`src/design/clfs_pkg.sv`:
```
// Package for the checksummed link frame sequencer: codes, types and the handshake ROM.
`default_nettype none

package clfs_pkg;

    localparam int PAYLOAD_MAX_DEF   = 32;
    localparam int HANDSHAKE_LEN_DEF = 47;

    localparam int CMD_W   = 3;
    localparam int ACT_W   = 3;
    localparam int BYTE_W  = 8;
    localparam int PIDX_W  = 5;
    localparam int LEN_W   = 6;
    localparam int BIDX_W  = 7;
    localparam int OP_W    = 3;

    localparam logic [CMD_W-1:0] CMD_TICK     = 3'd0;
    localparam logic [CMD_W-1:0] CMD_TX_READY = 3'd1;
    localparam logic [CMD_W-1:0] CMD_RX_READY = 3'd2;
    localparam logic [CMD_W-1:0] CMD_NACK     = 3'd3;
    localparam logic [CMD_W-1:0] CMD_WRITE    = 3'd4;

    localparam logic [ACT_W-1:0] ACT_NONE        = 3'd0;
    localparam logic [ACT_W-1:0] ACT_START_WRITE = 3'd1;
    localparam logic [ACT_W-1:0] ACT_START_READ  = 3'd2;
    localparam logic [ACT_W-1:0] ACT_SEND_BYTE   = 3'd3;
    localparam logic [ACT_W-1:0] ACT_SEND_CSUM   = 3'd4;
    localparam logic [ACT_W-1:0] ACT_RESEND      = 3'd5;
    localparam logic [ACT_W-1:0] ACT_STOP        = 3'd6;

    localparam logic [OP_W-1:0] OP_NONE       = 3'd0;
    localparam logic [OP_W-1:0] OP_SEND_FIRST = 3'd1;
    localparam logic [OP_W-1:0] OP_SEND       = 3'd2;
    localparam logic [OP_W-1:0] OP_CSUM       = 3'd3;
    localparam logic [OP_W-1:0] OP_RESEND     = 3'd4;
    localparam logic [OP_W-1:0] OP_START_READ = 3'd5;
    localparam logic [OP_W-1:0] OP_RX         = 3'd6;
    localparam logic [OP_W-1:0] OP_CHECK      = 3'd7;

    localparam logic [0:0] CFG_TX_LEN = 1'b0;
    localparam logic [0:0] CFG_RX_LEN = 1'b1;

    localparam logic [LEN_W-1:0] LEN_RESET = 6'd32;

    localparam logic [BYTE_W-1:0] HS_ROM [64] = '{
        8'hCC, 8'h4C, 8'h65, 8'h74, 8'h27, 8'h73, 8'h20, 8'h73,
        8'h61, 8'h6D, 8'h62, 8'h61, 8'h20, 8'h6E, 8'h78, 8'h74,
        8'h20, 8'h61, 8'h72, 8'h6D, 8'h20, 8'h69, 8'h6E, 8'h20,
        8'h61, 8'h72, 8'h6D, 8'h2C, 8'h20, 8'h28, 8'h63, 8'h29,
        8'h4C, 8'h45, 8'h47, 8'h4F, 8'h20, 8'h53, 8'h79, 8'h73,
        8'h74, 8'h65, 8'h6D, 8'h20, 8'h41, 8'h2F, 8'h53, 8'h00,
        8'h00, 8'h00, 8'h00, 8'h00, 8'h00, 8'h00, 8'h00, 8'h00,
        8'h00, 8'h00, 8'h00, 8'h00, 8'h00, 8'h00, 8'h00, 8'h00
    };

    typedef struct packed {
        logic [OP_W-1:0]   op;
        logic [ACT_W-1:0]  action;
        logic              from_rom;
        logic              byte_ok;
        logic [BYTE_W-1:0] rom_byte;
        logic [BYTE_W-1:0] data;
        logic              rx_valid;
        logic [PIDX_W-1:0] rx_index;
        logic              frame_done;
        logic              protocol_reset;
    } t_stage;

    typedef struct packed {
        logic [ACT_W-1:0]  action;
        logic [BYTE_W-1:0] tx_byte;
        logic              rx_valid;
        logic [PIDX_W-1:0] rx_index;
        logic [BYTE_W-1:0] rx_byte;
        logic              checksum_error;
        logic              frame_done;
        logic              protocol_reset;
    } t_result;

endpackage

`default_nettype wire

```
`src/design/clfs_in_if.sv`:
```
// Event channel into the sequencer.
`default_nettype none

interface clfs_in_if import clfs_pkg::*; ();
    logic              valid;
    logic              ready;
    logic [CMD_W-1:0]  command;
    logic [BYTE_W-1:0] data_byte;
    logic [PIDX_W-1:0] payload_index;

    modport source (output valid, output command, output data_byte, output payload_index,
                    input ready);
    modport sink (input valid, input command, input data_byte, input payload_index,
                  output ready);
endinterface

`default_nettype wire

```
`src/design/clfs_out_if.sv`:
```
// Result channel out of the sequencer.
`default_nettype none

interface clfs_out_if import clfs_pkg::*; ();
    logic              valid;
    logic              ready;
    logic [ACT_W-1:0]  action;
    logic [BYTE_W-1:0] tx_byte;
    logic              rx_valid;
    logic [PIDX_W-1:0] rx_index;
    logic [BYTE_W-1:0] rx_byte;
    logic              checksum_error;
    logic              frame_done;
    logic              protocol_reset;

    modport source (output valid, output action, output tx_byte, output rx_valid,
                    output rx_index, output rx_byte, output checksum_error,
                    output frame_done, output protocol_reset, input ready);
    modport sink (input valid, input action, input tx_byte, input rx_valid,
                  input rx_index, input rx_byte, input checksum_error,
                  input frame_done, input protocol_reset, output ready);
endinterface

`default_nettype wire

```
`src/design/clfs_ram.sv`:
```
// Generic single-port-write, single-port-read RAM with registered read data.
`default_nettype none

module clfs_ram #(
    parameter int WIDTH = 8,
    parameter int DEPTH = 32,
    localparam int ADDR_W = (DEPTH > 1) ? $clog2(DEPTH) : 1
) (
    input  wire logic              i_clk,
    input  wire logic              i_we,
    input  wire logic [ADDR_W-1:0] i_waddr,
    input  wire logic [WIDTH-1:0]  i_wdata,
    input  wire logic              i_re,
    input  wire logic [ADDR_W-1:0] i_raddr,
    output logic      [WIDTH-1:0]  o_rdata
);

    logic [WIDTH-1:0] r_mem [DEPTH];

    always_ff @(posedge i_clk) begin
        if (i_we) begin
            r_mem[i_waddr] <= i_wdata;
        end
        if (i_re) begin
            o_rdata <= r_mem[i_raddr];
        end
    end

endmodule

`default_nettype wire

```
`src/design/checksummed_link_frame_sequencer.sv`:
```
// Top level of the checksummed link frame sequencer.
//
// The sequencer takes one bus event per transaction on i_in (command, data_byte,
// payload_index) and returns exactly one result transaction per event on o_out.
// Configuration writes set the transmit and receive payload lengths through
// i_cfg_we, i_cfg_idx and i_cfg_wdata, taken at once. The user must write them
// only while idle; the block does not enforce it. Each event reaches the output
// register through the second stage. The block accepts a new event every cycle
// unless stalled; the running sum and the last sent byte are updated in the
// second stage, next to the RAM read data, so no interlock is needed. When the
// receiver stalls, the result stays in the output register, the second stage
// may still fill, and i_in.ready drops once both are occupied. A synchronous
// reset puts the block in the reset phase, sets both lengths to 32 and marks
// every payload entry as reading zero; no clearing pass is run.
`default_nettype none

module checksummed_link_frame_sequencer import clfs_pkg::*; #(
    parameter int PAYLOAD_MAX   = PAYLOAD_MAX_DEF,
    parameter int HANDSHAKE_LEN = HANDSHAKE_LEN_DEF
) (
    input  wire logic             i_clk,
    input  wire logic             i_rst_n,
    clfs_in_if.sink               i_in,
    clfs_out_if.source            o_out,
    input  wire logic             i_cfg_we,
    input  wire logic [0:0]       i_cfg_idx,
    input  wire logic [LEN_W-1:0] i_cfg_wdata
);

    localparam int ADDR_W = (PAYLOAD_MAX > 1) ? $clog2(PAYLOAD_MAX) : 1;

    localparam logic [2:0] PH_RESET     = 3'd0;
    localparam logic [2:0] PH_SENDING   = 3'd1;
    localparam logic [2:0] PH_RECEIVE   = 3'd2;
    localparam logic [2:0] PH_RECEIVING = 3'd3;
    localparam logic [2:0] PH_SEND      = 3'd4;

    localparam logic [BIDX_W-1:0] MAX_LEN = BIDX_W'(PAYLOAD_MAX);
    localparam logic [BIDX_W-1:0] HS_LEN  = BIDX_W'(HANDSHAKE_LEN);

    logic [LEN_W-1:0]  r_tx_len;
    logic [LEN_W-1:0]  r_rx_len;
    logic [2:0]        r_phase, n_phase;
    logic [BIDX_W-1:0] r_bidx, n_bidx;
    logic              r_drop, n_drop;
    logic              r_hs, n_hs;
    logic [PAYLOAD_MAX-1:0] r_pvalid;

    logic              r_s2_v;
    t_stage            r_s2, n_s2;
    logic [BYTE_W-1:0] r_sum, n_sum;
    logic [BYTE_W-1:0] r_last, n_last;
    logic              r_out_v;
    t_result           r_out, n_out;

    logic              in_fire;
    logic              s2_fire;
    logic              rd_en;
    logic [BIDX_W-1:0] rd_idx;
    logic              wr_en;
    logic [ADDR_W-1:0] rd_addr;
    logic [ADDR_W-1:0] wr_addr;
    logic [BYTE_W-1:0] ram_rdata;
    logic [BIDX_W-1:0] tx_len;
    logic [BIDX_W-1:0] rx_len;
    logic [BIDX_W-1:0] bidx_inc;
    logic [BYTE_W-1:0] frame_b;
    logic [BYTE_W:0]   check_sum;

    function automatic logic [BIDX_W-1:0] clamp_len(input logic [LEN_W-1:0] v);
        logic [BIDX_W-1:0] w;
        w = BIDX_W'(v);
        if (w == '0) begin
            return BIDX_W'(1);
        end else if (w > MAX_LEN) begin
            return MAX_LEN;
        end
        return w;
    endfunction

    assign s2_fire  = r_s2_v && (!r_out_v || o_out.ready);
    assign i_in.ready = !r_s2_v || s2_fire;
    assign in_fire  = i_in.valid && i_in.ready;

    assign tx_len   = r_hs ? HS_LEN : clamp_len(r_tx_len);
    assign rx_len   = clamp_len(r_rx_len);
    assign bidx_inc = r_bidx + BIDX_W'(1);
    assign rd_addr  = ADDR_W'(rd_idx);
    assign wr_addr  = ADDR_W'({2'b00, i_in.payload_index});

    always_comb begin
        n_phase = r_phase;
        n_bidx  = r_bidx;
        n_drop  = r_drop;
        n_hs    = r_hs;
        rd_en   = 1'b0;
        rd_idx  = r_bidx;
        wr_en   = 1'b0;
        n_s2    = '0;
        n_s2.op     = OP_NONE;
        n_s2.action = ACT_NONE;
        n_s2.data   = i_in.data_byte;

        unique case (i_in.command)
            CMD_TICK: begin
                if (r_phase == PH_RESET || r_phase == PH_SEND) begin
                    n_hs        = (r_phase == PH_RESET);
                    n_phase     = PH_SENDING;
                    n_bidx      = BIDX_W'(1);
                    rd_en       = 1'b1;
                    rd_idx      = '0;
                    n_s2.op     = OP_SEND_FIRST;
                    n_s2.action = ACT_START_WRITE;
                    n_s2.from_rom = (r_phase == PH_RESET);
                end else if (r_phase == PH_RECEIVE) begin
                    n_phase     = PH_RECEIVING;
                    n_bidx      = '0;
                    n_drop      = 1'b1;
                    n_s2.op     = OP_START_READ;
                    n_s2.action = ACT_START_READ;
                end
            end
            CMD_TX_READY: begin
                if (r_phase != PH_SENDING) begin
                    n_phase = PH_RESET;
                    n_s2.protocol_reset = 1'b1;
                end else if (r_bidx == tx_len) begin
                    n_bidx      = bidx_inc;
                    n_s2.op     = OP_CSUM;
                    n_s2.action = ACT_SEND_CSUM;
                end else if (r_bidx > tx_len) begin
                    n_phase = PH_RECEIVE;
                    n_s2.frame_done = 1'b1;
                end else begin
                    n_bidx        = bidx_inc;
                    rd_en         = 1'b1;
                    n_s2.op       = OP_SEND;
                    n_s2.action   = ACT_SEND_BYTE;
                    n_s2.from_rom = r_hs;
                end
            end
            CMD_RX_READY: begin
                if (r_phase != PH_RECEIVING) begin
                    n_phase = PH_RESET;
                    n_s2.protocol_reset = 1'b1;
                end else if (r_drop) begin
                    n_drop = 1'b0;
                end else if (r_bidx >= rx_len) begin
                    n_phase = PH_SEND;
                    n_s2.op = OP_CHECK;
                    n_s2.frame_done = 1'b1;
                end else begin
                    n_bidx        = bidx_inc;
                    n_s2.op       = OP_RX;
                    n_s2.rx_valid = 1'b1;
                    n_s2.rx_index = r_bidx[PIDX_W-1:0];
                    if (bidx_inc == rx_len) begin
                        n_s2.action = ACT_STOP;
                    end
                end
            end
            CMD_NACK: begin
                n_s2.op     = OP_RESEND;
                n_s2.action = ACT_RESEND;
            end
            CMD_WRITE: begin
                wr_en = ({2'b00, i_in.payload_index} < MAX_LEN);
            end
            default: begin
            end
        endcase

        n_s2.rom_byte = HS_ROM[rd_idx[5:0]];
        n_s2.byte_ok  = (rd_idx < MAX_LEN) && r_pvalid[rd_addr];
    end

    clfs_ram #(
        .WIDTH(BYTE_W),
        .DEPTH(PAYLOAD_MAX)
    ) u_payload_ram (
        .i_clk   (i_clk),
        .i_we    (in_fire && wr_en),
        .i_waddr (wr_addr),
        .i_wdata (i_in.data_byte),
        .i_re    (in_fire && rd_en),
        .i_raddr (rd_addr),
        .o_rdata (ram_rdata)
    );

    always_comb begin
        frame_b   = r_s2.from_rom ? r_s2.rom_byte : (r_s2.byte_ok ? ram_rdata : '0);
        check_sum = {1'b0, r_sum} + {1'b0, r_s2.data};
        n_sum     = r_sum;
        n_last    = r_last;
        n_out     = '0;
        n_out.action         = r_s2.action;
        n_out.rx_valid       = r_s2.rx_valid;
        n_out.rx_index       = r_s2.rx_index;
        n_out.frame_done     = r_s2.frame_done;
        n_out.protocol_reset = r_s2.protocol_reset;

        unique case (r_s2.op)
            OP_NONE: begin
            end
            OP_SEND_FIRST: begin
                n_out.tx_byte = frame_b;
                n_sum  = frame_b;
                n_last = frame_b;
            end
            OP_SEND: begin
                n_out.tx_byte = frame_b;
                n_sum  = r_sum + frame_b;
                n_last = frame_b;
            end
            OP_CSUM: begin
                n_out.tx_byte = ~r_sum;
                n_last = ~r_sum;
            end
            OP_RESEND: begin
                n_out.tx_byte = r_last;
            end
            OP_START_READ: begin
                n_sum = '0;
            end
            OP_RX: begin
                n_out.rx_byte = r_s2.data;
                n_sum = r_sum + r_s2.data;
            end
            OP_CHECK: begin
                n_out.checksum_error = (check_sum != 9'h0FF);
            end
            default: begin
            end
        endcase
    end

    always_ff @(posedge i_clk) begin
        if (!i_rst_n) begin
            r_tx_len <= LEN_RESET;
            r_rx_len <= LEN_RESET;
        end else if (i_cfg_we) begin
            unique case (i_cfg_idx)
                CFG_TX_LEN: r_tx_len <= i_cfg_wdata;
                CFG_RX_LEN: r_rx_len <= i_cfg_wdata;
                default: begin
                end
            endcase
        end
    end

    always_ff @(posedge i_clk) begin
        if (!i_rst_n) begin
            r_phase  <= PH_RESET;
            r_bidx   <= '0;
            r_drop   <= 1'b0;
            r_hs     <= 1'b0;
            r_pvalid <= '0;
            r_s2_v   <= 1'b0;
        end else begin
            if (in_fire) begin
                r_phase <= n_phase;
                r_bidx  <= n_bidx;
                r_drop  <= n_drop;
                r_hs    <= n_hs;
                if (wr_en) begin
                    r_pvalid[wr_addr] <= 1'b1;
                end
                r_s2_v <= 1'b1;
            end else if (s2_fire) begin
                r_s2_v <= 1'b0;
            end
        end
    end

    always_ff @(posedge i_clk) begin
        if (in_fire) begin
            r_s2 <= n_s2;
        end
    end

    always_ff @(posedge i_clk) begin
        if (!i_rst_n) begin
            r_sum   <= '0;
            r_last  <= '0;
            r_out_v <= 1'b0;
        end else begin
            if (s2_fire) begin
                r_sum   <= n_sum;
                r_last  <= n_last;
                r_out_v <= 1'b1;
            end else if (o_out.ready) begin
                r_out_v <= 1'b0;
            end
        end
    end

    always_ff @(posedge i_clk) begin
        if (s2_fire) begin
            r_out <= n_out;
        end
    end

    assign o_out.valid          = r_out_v;
    assign o_out.action         = r_out.action;
    assign o_out.tx_byte        = r_out.tx_byte;
    assign o_out.rx_valid       = r_out.rx_valid;
    assign o_out.rx_index       = r_out.rx_index;
    assign o_out.rx_byte        = r_out.rx_byte;
    assign o_out.checksum_error = r_out.checksum_error;
    assign o_out.frame_done     = r_out.frame_done;
    assign o_out.protocol_reset = r_out.protocol_reset;

endmodule

`default_nettype wire

```
`src/flat_wrapper.sv`:
```
// flat-port wrapper written by rule: the top's interface ports become plain ports
module checksummed_link_frame_sequencer_flat import clfs_pkg::*;
#(
    parameter int PAYLOAD_MAX   = PAYLOAD_MAX_DEF,
    parameter int HANDSHAKE_LEN = HANDSHAKE_LEN_DEF
)
  (i_clk, i_rst_n, i_cfg_we, i_cfg_idx, i_cfg_wdata, i_in_valid, i_in_command, i_in_data_byte, i_in_payload_index, i_in_ready, o_out_valid, o_out_action, o_out_tx_byte, o_out_rx_valid, o_out_rx_index, o_out_rx_byte, o_out_checksum_error, o_out_frame_done, o_out_protocol_reset, o_out_ready);
  clfs_in_if i_in_i ();
  clfs_out_if o_out_i ();
  input  wire logic i_clk;
  input  wire logic i_rst_n;
  input  wire logic i_cfg_we;
  input  wire logic [0:0] i_cfg_idx;
  input  wire logic [LEN_W-1:0] i_cfg_wdata;
  input wire logic [$bits(i_in_i.valid)-1:0] i_in_valid;
  input wire logic [$bits(i_in_i.command)-1:0] i_in_command;
  input wire logic [$bits(i_in_i.data_byte)-1:0] i_in_data_byte;
  input wire logic [$bits(i_in_i.payload_index)-1:0] i_in_payload_index;
  output wire logic [$bits(i_in_i.ready)-1:0] i_in_ready;
  output wire logic [$bits(o_out_i.valid)-1:0] o_out_valid;
  output wire logic [$bits(o_out_i.action)-1:0] o_out_action;
  output wire logic [$bits(o_out_i.tx_byte)-1:0] o_out_tx_byte;
  output wire logic [$bits(o_out_i.rx_valid)-1:0] o_out_rx_valid;
  output wire logic [$bits(o_out_i.rx_index)-1:0] o_out_rx_index;
  output wire logic [$bits(o_out_i.rx_byte)-1:0] o_out_rx_byte;
  output wire logic [$bits(o_out_i.checksum_error)-1:0] o_out_checksum_error;
  output wire logic [$bits(o_out_i.frame_done)-1:0] o_out_frame_done;
  output wire logic [$bits(o_out_i.protocol_reset)-1:0] o_out_protocol_reset;
  input wire logic [$bits(o_out_i.ready)-1:0] o_out_ready;
  assign i_in_i.valid = i_in_valid;
  assign i_in_i.command = i_in_command;
  assign i_in_i.data_byte = i_in_data_byte;
  assign i_in_i.payload_index = i_in_payload_index;
  assign i_in_ready = i_in_i.ready;
  assign o_out_valid = o_out_i.valid;
  assign o_out_action = o_out_i.action;
  assign o_out_tx_byte = o_out_i.tx_byte;
  assign o_out_rx_valid = o_out_i.rx_valid;
  assign o_out_rx_index = o_out_i.rx_index;
  assign o_out_rx_byte = o_out_i.rx_byte;
  assign o_out_checksum_error = o_out_i.checksum_error;
  assign o_out_frame_done = o_out_i.frame_done;
  assign o_out_protocol_reset = o_out_i.protocol_reset;
  assign o_out_i.ready = o_out_ready;
  checksummed_link_frame_sequencer #(.PAYLOAD_MAX(PAYLOAD_MAX), .HANDSHAKE_LEN(HANDSHAKE_LEN)) u_core (.i_clk(i_clk), .i_rst_n(i_rst_n), .i_in(i_in_i), .o_out(o_out_i), .i_cfg_we(i_cfg_we), .i_cfg_idx(i_cfg_idx), .i_cfg_wdata(i_cfg_wdata));
endmodule
```
`config.mk`:
```
export PLATFORM = sky130hd
export DESIGN_NAME = checksummed_link_frame_sequencer_flat
export DESIGN_NICKNAME = d
export VERILOG_FILES = /design/src/design/clfs_pkg.sv /design/src/design/clfs_in_if.sv /design/src/design/clfs_out_if.sv /design/src/design/clfs_ram.sv /design/src/design/checksummed_link_frame_sequencer.sv /design/src/flat_wrapper.sv
export SDC_FILE = /design/constraint.sdc
export NUM_CORES = 1
export LEC_CHECK = 0
export BUFFER_PORTS_ARGS = -buffer_cell sky130_fd_sc_hd__buf_2
export CORE_ASPECT_RATIO = 0.8
export CORE_MARGIN = 8
export CORE_UTILIZATION = 50
export DETAILED_ROUTE_END_ITERATION = 8
export PLACE_DENSITY = 0.68
export SYNTH_ARGS = -nofsm -noshare
export SYNTH_HDL_FRONTEND = slang
export SYNTH_SLANG_ARGS = --single-unit
```
`constraint.sdc`:
```
create_clock -name i_clk -period 10.1 [get_ports i_clk]
set_input_delay 1.01 -clock i_clk [delete_from_list [all_inputs] [get_ports i_clk]]
set_output_delay 1.01 -clock i_clk [all_outputs]
set_load 0.005 [all_outputs]
```
==> results.ini <==
[drt]
wl_um = 43600
ant_nets = 0
via_per_inst = 6.09
vias = 11400
drtPass1Iterations = 8
drtIter0Drc = 1196
wl_per_cell_um = 23.2
drcViolationCount = 0

[timing]
hold_ws_ns = 0.418
fin_setup_tns_ns = 0
finalWorstSetupSlack_ns = 6.16
setup_viol_count_final = 0
max_slew_margin_pct = 10.2
fin_worst_skew_ns = 0.0229
fin_crit_ns = 3.94
rsz0062_at_grt = false
drv_slew = 0
post-route-period-util_pct = 39.0
tightest_slew_ns = 1.34
fmax_mhz = 254
hold_viol_final = 0

[layout]
drive_above_1_share_pct = 12.7
nFillCells = 2841
utilization_pct = 56.2
nets = 1449
mostFrequentLayoutCell = edfxtp_1
syn_to_final_growth_pct = 10.6
final_cell_mix = 324 x edfxtp_1, 102 x nor2_1, 100 x nand2_1
antenna_cells = 0

[logic_synthesis]
async_flop_share_pct = 0
synth_largest_area_cell = edfxtp_1
synth_nets = 1423
synthTopCellsByArea = edfxtp_1 55%, dfxtp_1 8.4%, mux2i_1 4.4%
synthCells = 1352
synth-edff-count = 324
yosysUniqueCellTypes = 75
syn-cell-area_mm2 = 0.0177
yosysWarningCount = 0
synth_flop_cell = edfxtp_1
synth_seq_cells = 398
avgSynthCellArea_um2 = 13.1
ys_seq_area_share_pct = 63.4
synth.top_cell.area_share_pct = 55.0

[cts]
cts.path.max_buffers = 3
clk_latency_ns = 0.55
post_cts_resized = 0
htreeDepth = 2
cts_sinks = 398
cts-root-buf = clkbuf_16
post_cts_buffers = 0
path_clk_slew_ns = 0.07
cts_tree = yes
cts_hold_buf = 0
numCtsBuffers = 38

[floorplan]
initial_core_util_pct = 50.8
die_area_mm2 = 0.0417
ioPinCount = 58
coreArea_mm2 = 0.0348
fp.dieW_um = 226
row_count = 61
die_height_um = 184

[grt]
grt_max_degree = 55
grt_pass1_vias = 11100
gr-total-overflow = 0
grtUsageTotal_pct = 21.1
grt_pass1_wl_um = 67500
grt_antenna_before_repair = 0

[worst_setup_path]
cp.required_ns = 10.39
cp-end-kind = flop
cp_max_fo = 35
worstPathArrival_ns = 4.22
crit_path_start_kind = input port
path_class = input port to flop
r2r_slack_ns = 6.18

[power_and_ir_drop]
power_density_mw_per_mm2 = 177
fin_total_pwr_uw = 3450
leakage_uw = 0.00658
max-vdd-ir-drop_mv = 0.179

[place]
io_buffers = 57
gp_congestion = 0.913
dp_hpwl_um = 28100
place_worst_setup_slack_ns = 5.63

[min_path]
hold_class = flop to flop

[flow_run]
maxCapViolCount = 0

[outcome]
status = completed

-- final cells by class --
type                    instances  area (µm²)  share of cell area (%)
repair buffers                 68         368                    1.88
inverters                      26        97.6                   0.499
well taps                     472         591                    3.02
multi-input cells             846        6020                    30.8
clock inverters                14         170                   0.870
flip-flops and latches        398       11200                    57.3
clock buffers                  55        1090                    5.60
-- power by group --
part	total, µW	internal [µW]	switching, µW	leakage [µW]
registers	1810	1790	19.2	0.00356
logic	197	69.4	128	0.00240
clock network	1450	836	609	0.000620
-- routing by layer --
| layer | GRT usage, % | wire (µm) | vias up |
|---|---|---|---|
| met5 | 0 | 0 | - |
| met1 | 30.7 | 19800 | 5620 |
| li1 | - | - | 5259 |
| met2 | 31.7 | 19000 | 471 |
| met4 | 5.73 | 1080 | 0 |
| met3 | 4.75 | 3790 | 89 |
-- sequential cells by signal (all words and copies together) (netlist names) --
register                      flops
u_core.n_out                     11
u_core.o_out.action               3
u_core.o_out.checksum_error       1
u_core.o_out.frame_done           1
u_core.o_out.protocol_reset       1
u_core.o_out.rx_byte              8
u_core.o_out.rx_index             5
u_core.o_out.rx_valid             1
u_core.o_out.tx_byte              8
u_core.o_out.valid                1
u_core.r_bidx                     7
u_core.r_drop                     1
u_core.r_hs                       1
u_core.r_last                     8
u_core.r_phase                    3
u_core.r_pvalid                  32
u_core.r_rx_len                   6
u_core.r_s2                      21
u_core.r_s2_v                     1
u_core.r_sum                      8
u_core.r_tx_len                   6
u_core.u_payload_ram.o_rdata      8
u_core.u_payload_ram.r_mem      256
-- cells by family (layout without fill, tap and decap cells) --
group	count (synthesis)	count (layout)	synth area share, %
adder cells (fa/ha/maj)	44	44	3.18
multiplexers	111	111	8.12
flip-flops	398	398	63.4
AO/OA/AOI/OAI	346	346	13.2
XOR/XNOR	20	20	0.991
buffers and inverters	108	163	2.60
AND/OR/NAND/NOR	325	325	8.53
-- path summary, 6_finish.rpt --
check,cells after the start,to,from
max,9,u_core.r_s2[17],i_in_command[0]
min,0,u_core.o_out.rx_index[0],u_core.n_out[11]
max reg2reg,11,u_core.r_sum[7],u_core.r_s2[29]
min reg2reg,0,u_core.o_out.rx_index[0],u_core.n_out[11]
-- Yosys cell counts (all sizes together) (8+ instances only) --
cell	count
a211oi	29
o21a	38
nor2b	9
nand2	100
a32oi	9
clkbuf	49
a21oi	90
inv	22
mux4	25
o221ai	10
o31ai	10
o22ai	14
o21ai	59
o311ai	8
edfxtp	324
xnor2	12
ha	41
nor3	13
nand3	31
mux2	9
buf	33
nand2b	18
and3	12
nor2	103
dfxtp	74
a22oi	12
mux2i	77
xor2	8
-- stage by stage --
stage	std cells	instance area, µm²
final	1879	19600
after global routing	1879	19600
after CTS	1879	19600
after detailed placement	1810	18300
after global placement	1810	18300
after floorplan	1352	17700
-- worst max-delay path: stages --
cell and delay (ns):
buf_2 0.17, or4_4 0.56, o21ai_4 0.65, inv_2 0.56, ha_1 0.51, nand2_1 0.11
o211ai_1 0.09, o2111a_1 0.16, a2111o_1 0.38
Note: power is estimated with default switching activity, not from simulation.
